## src/sv/tick_divider_debounce_countdowns_macros.svh

```systemverilog
// assertion macros for the tick divider block
`ifndef TICK_DIVIDER_DEBOUNCE_COUNTDOWNS_MACROS_SVH
`define TICK_DIVIDER_DEBOUNCE_COUNTDOWNS_MACROS_SVH

// same-cycle implication, checked outside reset
`define TDD_ASSERT_NOW(label, ante, cons, msg) \
    label: assert property (@(posedge i_clk) disable iff (!i_rst_n) (ante) |-> (cons)) \
        else $error(msg);

// next-cycle implication, checked outside reset
`define TDD_ASSERT_NEXT(label, ante, cons, msg) \
    label: assert property (@(posedge i_clk) disable iff (!i_rst_n) (ante) |=> (cons)) \
        else $error(msg);

`endif

```

## src/sv/tdd_pkg.sv

```systemverilog
// shared types and constants of the tick divider block
package tdd_pkg;

    localparam int COUNT_W = 15;
    localparam int DIV_W   = 8;
    localparam int ADDR_W  = 3;
    localparam int APB_W   = 32;

    localparam logic [DIV_W-1:0] FAST_RELOAD_RST = 8'd5;
    localparam logic [DIV_W-1:0] SLOW_RELOAD_RST = 8'd50;

    localparam logic [31:0] PRESS_PATTERN = 32'h0000_000F;

    localparam logic REG_FAST_RELOAD = 1'b0;
    localparam logic REG_SLOW_RELOAD = 1'b1;

    typedef enum logic [1:0] {
        FUNC_TICK       = 2'd0,
        FUNC_LOAD_REACT = 2'd1,
        FUNC_LOAD_DISP  = 2'd2,
        FUNC_CLEAR      = 2'd3
    } t_func;

    typedef struct packed {
        logic [DIV_W-1:0] fast;
        logic [DIV_W-1:0] slow;
    } t_reload;

    typedef struct packed {
        logic slow_event;
        logic fast_event;
        logic strobe_res;
    } t_events;

endpackage

```

## src/sv/tick_divider_debounce_countdowns.sv

```systemverilog
// Tick divider with shift-register button debounce and two countdowns. Each item
// is taken into an input register, processed by one pass of counter and shift
// logic, and its result is held in an output register; one item is accepted every
// clock cycle while the output side keeps up, and a result moves from the input
// register into the output register once the output register is empty or being
// read. A stalled output holds one result and one more item may wait in the
// input register. The divider reload values sit behind the apb port and should be
// written only while no items are in flight.
`include "tick_divider_debounce_countdowns_macros.svh"

module tick_divider_debounce_countdowns
    import tdd_pkg::*;
#(
    parameter int BUTTON_COUNT = 4,
    parameter int HISTORY_BITS = 16
) (
    input  logic              i_clk,
    input  logic              i_rst_n,
    input  logic              s_axis_tvalid,
    output logic              s_axis_tready,
    // buttons, value, zero fill
    input  logic [((BUTTON_COUNT+COUNT_W+7)/8)*8-1:0] s_axis_tdata,
    // func
    input  logic [1:0]        s_axis_tuser,
    output logic              m_axis_tvalid,
    input  logic              m_axis_tready,
    // pressed, reaction_count, display_count, zero fill
    output logic [((BUTTON_COUNT+2*COUNT_W+7)/8)*8-1:0] m_axis_tdata,
    // strobe_res, fast_event, slow_event
    output logic [2:0]        m_axis_tuser,
    input  logic              psel,
    input  logic              penable,
    input  logic              pwrite,
    input  logic [ADDR_W-1:0] paddr,
    input  logic [APB_W-1:0]  pwdata,
    output logic [APB_W-1:0]  prdata,
    output logic              pready
);

    localparam int OUT_W     = BUTTON_COUNT + 2 * COUNT_W;
    localparam int OUT_BYTES = ((OUT_W + 7) / 8) * 8;

    t_reload                 w_reload;
    t_events                 w_events;
    logic [BUTTON_COUNT-1:0] w_pressed;
    logic [COUNT_W-1:0]      w_reaction, w_display;
    logic                    w_advance;

    logic                    r_in_valid;
    t_func                   r_in_func;
    logic [BUTTON_COUNT-1:0] r_in_buttons;
    logic [COUNT_W-1:0]      r_in_value;

    logic                    r_out_valid;
    t_events                 r_out_events;
    logic [BUTTON_COUNT-1:0] r_out_pressed;
    logic [COUNT_W-1:0]      r_out_reaction, r_out_display;

    tdd_cfg u_cfg (
        .i_clk    (i_clk),
        .i_rst_n  (i_rst_n),
        .psel     (psel),
        .penable  (penable),
        .pwrite   (pwrite),
        .paddr    (paddr),
        .pwdata   (pwdata),
        .prdata   (prdata),
        .pready   (pready),
        .o_reload (w_reload)
    );

    tdd_state #(
        .BUTTON_COUNT (BUTTON_COUNT),
        .HISTORY_BITS (HISTORY_BITS)
    ) u_state (
        .i_clk            (i_clk),
        .i_rst_n          (i_rst_n),
        .i_step           (w_advance),
        .i_func           (r_in_func),
        .i_buttons        (r_in_buttons),
        .i_value          (r_in_value),
        .i_reload         (w_reload),
        .o_events         (w_events),
        .o_pressed        (w_pressed),
        .o_reaction_count (w_reaction),
        .o_display_count  (w_display)
    );

    assign w_advance     = r_in_valid && (!r_out_valid || m_axis_tready);
    assign s_axis_tready = !r_in_valid || w_advance;

    always_ff @(posedge i_clk) begin
        if (!i_rst_n) begin
            r_in_valid  <= 1'b0;
            r_out_valid <= 1'b0;
        end else begin
            if (s_axis_tready) begin
                r_in_valid <= s_axis_tvalid;
            end
            if (w_advance) begin
                r_out_valid <= 1'b1;
            end else if (m_axis_tready) begin
                r_out_valid <= 1'b0;
            end
        end
    end

    always_ff @(posedge i_clk) begin
        if (s_axis_tvalid && s_axis_tready) begin
            r_in_func    <= t_func'(s_axis_tuser);
            r_in_buttons <= s_axis_tdata[BUTTON_COUNT-1:0];
            r_in_value   <= s_axis_tdata[BUTTON_COUNT+COUNT_W-1:BUTTON_COUNT];
        end
        if (w_advance) begin
            r_out_events   <= w_events;
            r_out_pressed  <= w_pressed;
            r_out_reaction <= w_reaction;
            r_out_display  <= w_display;
        end
    end

    assign m_axis_tvalid = r_out_valid;
    assign m_axis_tuser  = {r_out_events.slow_event, r_out_events.fast_event,
                            r_out_events.strobe_res};
    assign m_axis_tdata  = {{(OUT_BYTES-OUT_W){1'b0}}, r_out_display, r_out_reaction,
                            r_out_pressed};

    `TDD_ASSERT_NOW(a_stall_blocks_input,
        r_in_valid && r_out_valid && !m_axis_tready, !s_axis_tready,
        "input taken while both stages are full")
    `TDD_ASSERT_NEXT(a_advance_fills_output, w_advance, r_out_valid,
        "processed item did not reach the output register")
    `TDD_ASSERT_NOW(a_slow_needs_fast, m_axis_tvalid && !m_axis_tuser[1], !m_axis_tuser[2],
        "slow event without fast event")
    `TDD_ASSERT_NOW(a_event_needs_tick, m_axis_tvalid && !m_axis_tuser[0], !m_axis_tuser[1],
        "fast event on a result that is not a tick")

endmodule

```

## src/sv/tdd_cfg.sv

```systemverilog
// apb register file for the divider reload values
module tdd_cfg
    import tdd_pkg::*;
(
    input  logic              i_clk,
    input  logic              i_rst_n,
    input  logic              psel,
    input  logic              penable,
    input  logic              pwrite,
    input  logic [ADDR_W-1:0] paddr,
    input  logic [APB_W-1:0]  pwdata,
    output logic [APB_W-1:0]  prdata,
    output logic              pready,
    output t_reload           o_reload
);

    t_reload r_reload;
    logic    w_wr;
    logic    w_idx;

    assign pready = 1'b1;
    assign w_wr   = psel && penable && pwrite && pready;
    assign w_idx  = paddr[ADDR_W-1];

    always_ff @(posedge i_clk) begin
        if (!i_rst_n) begin
            r_reload.fast <= FAST_RELOAD_RST;
            r_reload.slow <= SLOW_RELOAD_RST;
        end else if (w_wr) begin
            if (w_idx == REG_FAST_RELOAD) begin
                r_reload.fast <= pwdata[DIV_W-1:0];
            end else begin
                r_reload.slow <= pwdata[DIV_W-1:0];
            end
        end
    end

    always_comb begin
        if (w_idx == REG_SLOW_RELOAD) begin
            prdata = {{(APB_W-DIV_W){1'b0}}, r_reload.slow};
        end else begin
            prdata = {{(APB_W-DIV_W){1'b0}}, r_reload.fast};
        end
    end

    assign o_reload = r_reload;

endmodule

```

## src/sv/tdd_state.sv

```systemverilog
// dividers, countdowns, debounce histories and press flags with their next-state logic
module tdd_state
    import tdd_pkg::*;
#(
    parameter int BUTTON_COUNT = 4,
    parameter int HISTORY_BITS = 16
) (
    input  logic                    i_clk,
    input  logic                    i_rst_n,
    input  logic                    i_step,
    input  t_func                   i_func,
    input  logic [BUTTON_COUNT-1:0] i_buttons,
    input  logic [COUNT_W-1:0]      i_value,
    input  t_reload                 i_reload,
    output t_events                 o_events,
    output logic [BUTTON_COUNT-1:0] o_pressed,
    output logic [COUNT_W-1:0]      o_reaction_count,
    output logic [COUNT_W-1:0]      o_display_count
);

    logic [DIV_W-1:0]        r_fast_div, n_fast_div;
    logic [DIV_W-1:0]        r_slow_div, n_slow_div;
    logic [COUNT_W-1:0]      r_reaction, n_reaction;
    logic [COUNT_W-1:0]      r_display,  n_display;
    logic [HISTORY_BITS-1:0] r_hist [BUTTON_COUNT];
    logic [HISTORY_BITS-1:0] n_hist [BUTTON_COUNT];
    logic [BUTTON_COUNT-1:0] r_flags, n_flags;
    logic                    w_tick, w_fast, w_slow;

    assign w_tick = (i_func == FUNC_TICK);
    assign w_fast = w_tick && (r_fast_div == DIV_W'(1));
    assign w_slow = w_fast && (r_slow_div == DIV_W'(1));

    always_comb begin
        n_fast_div = r_fast_div;
        n_slow_div = r_slow_div;
        n_reaction = r_reaction;
        n_display  = r_display;
        n_flags    = r_flags;
        for (int i = 0; i < BUTTON_COUNT; i++) begin
            n_hist[i] = r_hist[i];
        end
        case (i_func)
            FUNC_TICK: begin
                n_fast_div = w_fast ? i_reload.fast : r_fast_div - DIV_W'(1);
                if (w_fast) begin
                    n_slow_div = w_slow ? i_reload.slow : r_slow_div - DIV_W'(1);
                    if (r_reaction != '0) begin
                        n_reaction = r_reaction - COUNT_W'(1);
                    end
                    for (int i = 0; i < BUTTON_COUNT; i++) begin
                        n_hist[i] = {r_hist[i][HISTORY_BITS-2:0], i_buttons[i]};
                        if (n_hist[i] == PRESS_PATTERN[HISTORY_BITS-1:0]) begin
                            n_flags[i] = 1'b1;
                        end
                    end
                end
                if (w_slow && (r_display != '0)) begin
                    n_display = r_display - COUNT_W'(1);
                end
            end
            FUNC_LOAD_REACT: n_reaction = i_value;
            FUNC_LOAD_DISP:  n_display  = i_value;
            FUNC_CLEAR:      n_flags    = r_flags & ~i_value[BUTTON_COUNT-1:0];
            default:         n_flags    = r_flags;
        endcase
    end

    always_ff @(posedge i_clk) begin
        if (!i_rst_n) begin
            r_fast_div <= FAST_RELOAD_RST;
            r_slow_div <= SLOW_RELOAD_RST;
            r_reaction <= '0;
            r_display  <= '0;
            r_flags    <= '0;
            for (int i = 0; i < BUTTON_COUNT; i++) begin
                r_hist[i] <= '0;
            end
        end else if (i_step) begin
            r_fast_div <= n_fast_div;
            r_slow_div <= n_slow_div;
            r_reaction <= n_reaction;
            r_display  <= n_display;
            r_flags    <= n_flags;
            for (int i = 0; i < BUTTON_COUNT; i++) begin
                r_hist[i] <= n_hist[i];
            end
        end
    end

    assign o_events.strobe_res = w_tick;
    assign o_events.fast_event = w_fast;
    assign o_events.slow_event = w_slow;
    assign o_pressed           = n_flags;
    assign o_reaction_count    = n_reaction;
    assign o_display_count     = n_display;

endmodule

```

## config.mk

```make
export PLATFORM = sky130hd
export DESIGN_NAME = tick_divider_debounce_countdowns
export DESIGN_NICKNAME = d
export VERILOG_FILES = /design/src/sv/tdd_pkg.sv /design/src/sv/tick_divider_debounce_countdowns.sv /design/src/sv/tdd_cfg.sv /design/src/sv/tdd_state.sv
export VERILOG_INCLUDE_DIRS = /design/src /design/src/sv
export SDC_FILE = /design/constraint.sdc
export NUM_CORES = 1
export LEC_CHECK = 0
export BUFFER_PORTS_ARGS = -buffer_cell sky130_fd_sc_hd__buf_2
export CAP_MARGIN = 20
export CORE_MARGIN = 1.5
export CORE_UTILIZATION = 55
export CTS_CLUSTER_DIAMETER = 30
export CTS_CLUSTER_SIZE = 28
export DETAILED_ROUTE_END_ITERATION = 8
export PLACE_DENSITY = 0.75
export SYNTH_ARGS = -nofsm -noshare
export SYNTH_HDL_FRONTEND = slang
export SYNTH_SLANG_ARGS = --single-unit
```

## constraint.sdc

```tcl
create_clock -name i_clk -period 4.16 [get_ports i_clk]
set_input_delay 0.416 -clock i_clk [delete_from_list [all_inputs] [get_ports i_clk]]
set_output_delay 0.416 -clock i_clk [all_outputs]
set_load 0.02 [all_outputs]
```

-- Word level (Yosys, flattened, before mapping)
Memories as Yosys holds them, arrays and structs flattened.
Cells that the tools add are included.
W data, S select, Z words.
- register bits after elaboration: 126
- bits in writable memories: 64
- input port bits: 68
- output and inout bits: 78
- word-level logic and storage cells: 84
- memories kept: 1
- add/sub/neg operators: 4
- equality and inequality tests: 9
- multiplexer cells: 26
- bitwise gates (word level): 7
- reductions and logical operators: 19
- memory list (memory ; depth ; bits a word ; rd ports ; clocked after Yosys merged registers in ; wr ports ; RTL line ; RTL):
    u_state.r_hist ; 4 ; 16 ; 4 ; 0 ; 4 ; tdd_state.sv:25 ; logic [HISTORY_BITS-1:0] r_hist [BUTTON_COUNT];
- operator list (cell ; number):
    $mux W64 ; 2
    $eq A16 B4 Y1 const B ; 4
    $mux W16 ; 4
    $pmux W15 S2 ; 2
    $mux W15 ; 3
    $reduce_bool A15 Y1 ; 2
    $sub A15 B1 Y15 const B ; 2
    $mux W8 ; 3
    $eq A8 B1 Y1 const B ; 2
    $sub A8 B1 Y8 const B ; 2
    $mux W1 ; 10
    $pmux W4 S2 ; 1
    $logic_and A1 B1 Y1 ; 7
    $reduce_and A2 Y1 ; 3
    $and A4 B4 Y4 ; 1
    $eq A2 B2 Y1 const B ; 2
    $mux W4 ; 1
    $not A4 Y4 ; 1
    $or A1 B1 Y1 ; 4
    $reduce_and A3 Y1 ; 1
    $eq A2 B1 Y1 const B ; 1
    $logic_not A1 Y1 ; 2
    $logic_not A2 Y1 ; 1
    $logic_or A1 B1 Y1 ; 2
    2 further kinds ; 2

-- Longest topological paths before layout
- word-level depth: 7
- depth in mapped cells: 10
- gate-level depth less buffers: 8

-- Hierarchy
From an unflattened synthesis, not the netlist that was laid out.
- cell total of the unflattened synthesis: 876
- area, all modules: 9248.9 um2
- by module, submodules not included (module ; instances ; cells each ; area an instance (um2)):
    tdd_state ; 1 ; 698 ; 6387.4
    tick_divider_debounce_countdowns ; 1 ; 74 ; 1894.3
    tdd_cfg ; 1 ; 104 ; 967.2

-- Worst setup path after synthesis
No wires, ideal clock.
- path kind: reg2reg
- start point: register, netlist name r_in_func[0]
- end point: memory u_state.r_hist[0][0], enable pin
- data arrival time: 2800 ps
- data required time: 3741 ps
- path slack: 941 ps
- cell stages (with the launch flop): 7
- buffers on the path: 1
- period minus slack after synthesis: 3219 ps
- path through: edfxtp_1 -> inv_1 -> ha_1 -> nor4bb_1 -> nand4_1 -> clkbuf_1 -> nand2_1
- RTL lines (element ; RTL line):
    to (decl) ; tdd_state.sv:25

-- Final worst setup path
- start point: register r_in_func[1]
- end point: register r_out_display[0], data pin
- word-level cells in the longest chain between the ends: 6
- elaborated cells between the ends (all ways): 7
- classes of those cells: eq/ne (1); mux (2); reduce/logical (4)
- RTL lines (element ; RTL line ; RTL):
    from (decl) ; tick_divider_debounce_countdowns.sv:50 ; t_func r_in_func;
    from (signal assigned) ; tick_divider_debounce_countdowns.sv:110 ; r_in_func <= t_func'(s_axis_tuser);
    $logic_not A2 Y1 * ; tdd_state.sv:30 ; assign w_tick = (i_func == FUNC_TICK);
    named net u_state.w_tick ; tdd_state.sv:28 ; logic w_tick, w_fast, w_slow;
    $logic_and A1 B1 Y1 ; tdd_state.sv:31 ; assign w_fast = w_tick && (r_fast_div == DIV_W'(1));
    $logic_and A1 B1 Y1 ; tdd_state.sv:32 ; assign w_slow = w_fast && (r_slow_div == DIV_W'(1));
    $logic_and A1 B1 Y1 ; tdd_state.sv:58 ; if (w_slow && (r_display != '0)) begin
    $mux W15 ; tdd_state.sv:58 ;
    $pmux W15 S2 * ; tdd_state.sv:43 ; case (i_func)
    named net u_state.o_display_count[0] ; tdd_state.sv:18 ; output logic [COUNT_W-1:0] o_display_count
    to (signal assigned) ; tick_divider_debounce_countdowns.sv:118 ; r_out_display <= w_display;
    to (decl) ; tick_divider_debounce_countdowns.sv:57 ; logic [COUNT_W-1:0] r_out_reaction, r_out_display;
The timed path passes the listed nets; every way through them passes the cells marked *.
A chain may end at the register's enable or synchronous reset.

==> metrics <==
sequential area share after synthesis=0.536; TNS Setup=0 ns; largest net degree at the start of global routing=112; crit end category=register; Slowest Stage Delay on Critical Path=between 0.7 and 0.8 ns; I/O Buffers=83; vias in the first global route=6454; hold_sp=s_axis_tdata[7]; Vert. Die Dim=roughly 130 µm; VDD IR max=0.324 mV; CTS Buf Count=17; CTS tree=done; post-CTS setup repair buffer count=0; Crit path buffers/inverters=2; switching share of power=0.251; Tmin final=3.47 ns; Crit path depth=8; post-synthesis cell count=894; Worst Clk Skew=~0.0094 ns; P_leak=0.00407 µW; layout cells sized above 1=0.162; routed len/inst=18.4 µm; GR Util All Layers=0.250; P&R area growth vs syn=12.1%; initial antenna violation count=0; status=complete, no violations; crit start category=register; post-cts resize count=0; commonest non-fill, non-tap cell in the layout=edfxtp_1; die width=132 µm; number of antenna diodes=0; Worst R2R Start=r_in_func[1]$_DFFE_PP_; WP data arrival=3.65 ns; Syn. warnings=0; number of synthesized flops with an enable pin=118; Post-Syn Area per Cell=10.2 µm²; period utilization=0.834; Clk Latency, worst-skew pair=0.44 ns; Netlist cell types=73; Primary FF master, synth=edfxtp_1; Worst-path clk slew=~0.070 ns; slew margin rel.=0.322; Pre-antenna DRT Iters=5; global-route wire length before repair=34600 µm; worst-path cell chain=inv_1 -> ha_1 -> or4bb_1 -> or4_1 -> inv_1 -> nand2_1 -> a21o_1 -> a221o_1; post-route setup slack=0.692 ns; DR vias/cell=6.21; Finish-stage setup viols=0; Initial Utilization=0.569; routed vias=7305; Rows=46; Post-DRT Antenna Nets=0; Hold Path Class=in -> reg; internal cell power=around 3200 µW; root buf cell=clkbuf_16; ys async rst share=0; worst slew pin tran=1.02 ns; pins over their slew limit=0; fmax=between 200 and 300 MHz; GPL Wtd Cong=about 0.86; NetSw=between 1000 and 1500 µW; slowest CP cell=or4_1; Max-Cap Viols=0; final core occ=0.638; crit-path most repeated cell=inv_1; Layout Nets=approximately 1000; final hold vios=0; combinational power share=0.096; Place WS=0.752 ns; most frequent cells in the layout=edfxtp_1 (118), nand2_1 (86), buf_2 (83), dfxtp_1 (68), and3_1 (65); initial DRC count=between 700 and 800; crit path from=r_in_func[1]$_DFFE_PP_; H-Tree Depth=4; RSZ-0062 raised after global routing=false; # clock sinks=about 190; Die Area=approximately 17000 µm²; CP Max Fanout=15; Power Density=415 nW/µm²; flops & latches, synth=186; CP Class=reg -> reg; CTS Buffer Depth=2; final instance area=10300 µm²; Worst path top cell family by delay=simple AND/OR/NAND/NOR gates; sequential group share of total power=0.493; required time of the worst setup path=4.35 ns; Hold-fix buffers, CTS=0; Core Box Area=~16000 µm²; Clk pwr share=0.411; Final HPWL DP=13700 µm; Reg2Reg Depth=8; placed cell areas=9620 µm²; synthesized cell area=9140 µm²; # IOs=146; GRT overflow=0; DRC=0; Worst Hold Depth=1; final wirelength=21600 µm
## worst register-to-register path, cell delays in order (launching register included)
cell	delay, ns
edfxtp_1	0.43
inv_1	0.11
ha_1	0.19
or4bb_1	0.50
or4_1	0.72
inv_1	0.41
nand2_1	0.30
a21o_1	0.25
a221o_1	0.30
## cell type report
cell class                 count  area (µm²)
sequential                   186        4900
clock inverter                15         209
multi-input combinational    616        3770
inverter                      30         115
tap                          216         270
timing repair buffer          97         553
fill                        1329        5810
clock buffer                  17         425
## cell usage after synthesis (7+ instances only)
| cell type | count | area (µm²) |
|---|---|---|
| nand3_1 | 32 | 160 |
| o21ai_0 | 38 | 190 |
| ha_1 | 11 | 138 |
| a21oi_1 | 43 | 215 |
| nor2_1 | 35 | 131 |
| nand2_1 | 87 | 327 |
| a31oi_1 | 9 | 56.3 |
| edfxtp_1 | 118 | 3540 |
| o211ai_1 | 15 | 113 |
| inv_1 | 29 | 109 |
| o22ai_1 | 11 | 68.8 |
| buf_4 | 31 | 233 |
| and3_1 | 65 | 407 |
| or4_1 | 13 | 97.6 |
| nor4_1 | 15 | 93.8 |
| or3_1 | 16 | 100 |
| dfxtp_1 | 68 | 1360 |
| o21a_1 | 7 | 52.6 |
| o311ai_0 | 9 | 78.8 |
| clkbuf_1 | 54 | 203 |
| nand4_1 | 14 | 87.6 |
| a32oi_1 | 8 | 70.1 |
| mux2_2 | 9 | 101 |
| nor4b_1 | 8 | 70.1 |
| or2_2 | 7 | 43.8 |
| nor3_1 | 19 | 95.1 |
## power by group through the flow
| stage | combinational [µW] | sequential [µW] | clock [µW] |
|---|---|---|---|
| 6_report | 408 | 2100 | 1750 |
| 5_1_grt | 442 | 2110 | 1840 |
| 4_1_cts | 403 | 2100 | 1770 |
| 3_5_place_dp | 399 | 2140 | 0 |
| 3_3_place_gp | 393 | 2140 | 0 |
| 2_1_floorplan | 285 | 2140 | 0 |
## through the flow
step	power, µW	hold slack [ns]	instances
after global routing	4390	0.130	1177
final	4260	0.145	1177
after global placement	2530	0.460	1144
after detailed placement	2540	0.463	1145
after floorplan	2420	0.444	923
after CTS	4270	0.135	1177
## routing by layer
| layer | vias up | routed length (µm) | track usage |
|---|---|---|---|
| li1 | 3450 | - | - |
| met1 | 3468 | 9760 | 0.365 |
| met2 | 351 | 9730 | 0.371 |
| met3 | 36 | 1570 | 0.0492 |
| met4 | 0 | 542 | 0.0901 |
| met5 | - | 0 | 0 |
## worst paths after layout
check / endpoint / slack [ns]
max: r_out_display[0]$_DFFE_PP_ / 0.69
min: r_in_value[3]$_DFFE_PP_ / 0.14
max reg2reg: r_out_display[0]$_DFFE_PP_ / 0.69
min reg2reg: u_cfg.o_reload[12]$_SDFFE_PN0P_ / 0.47
## sequential cells by signal, indices dropped and copies added, names as in the netlist, 8 cells and up
signal	flops
r_in_value	15
r_out_display	15
r_out_reaction	15
u_cfg.o_reload	16
u_state.r_display	15
u_state.r_fast_div	8
u_state.r_hist	60
u_state.r_reaction	15
u_state.r_slow_div	8
## kinds of logic after synthesis
kind of cell	synth area share
muxes	0.0166
xor gates and xnor gates	0.00383
DFF	0.536
other	0.000821
buffers and inverters	0.0628
adders and majority gates	0.0151
AOI/OAI and AO/OA	0.157
and+or+nand+nor	0.208
No activity file was read; power rests on OpenSTA's default activity.
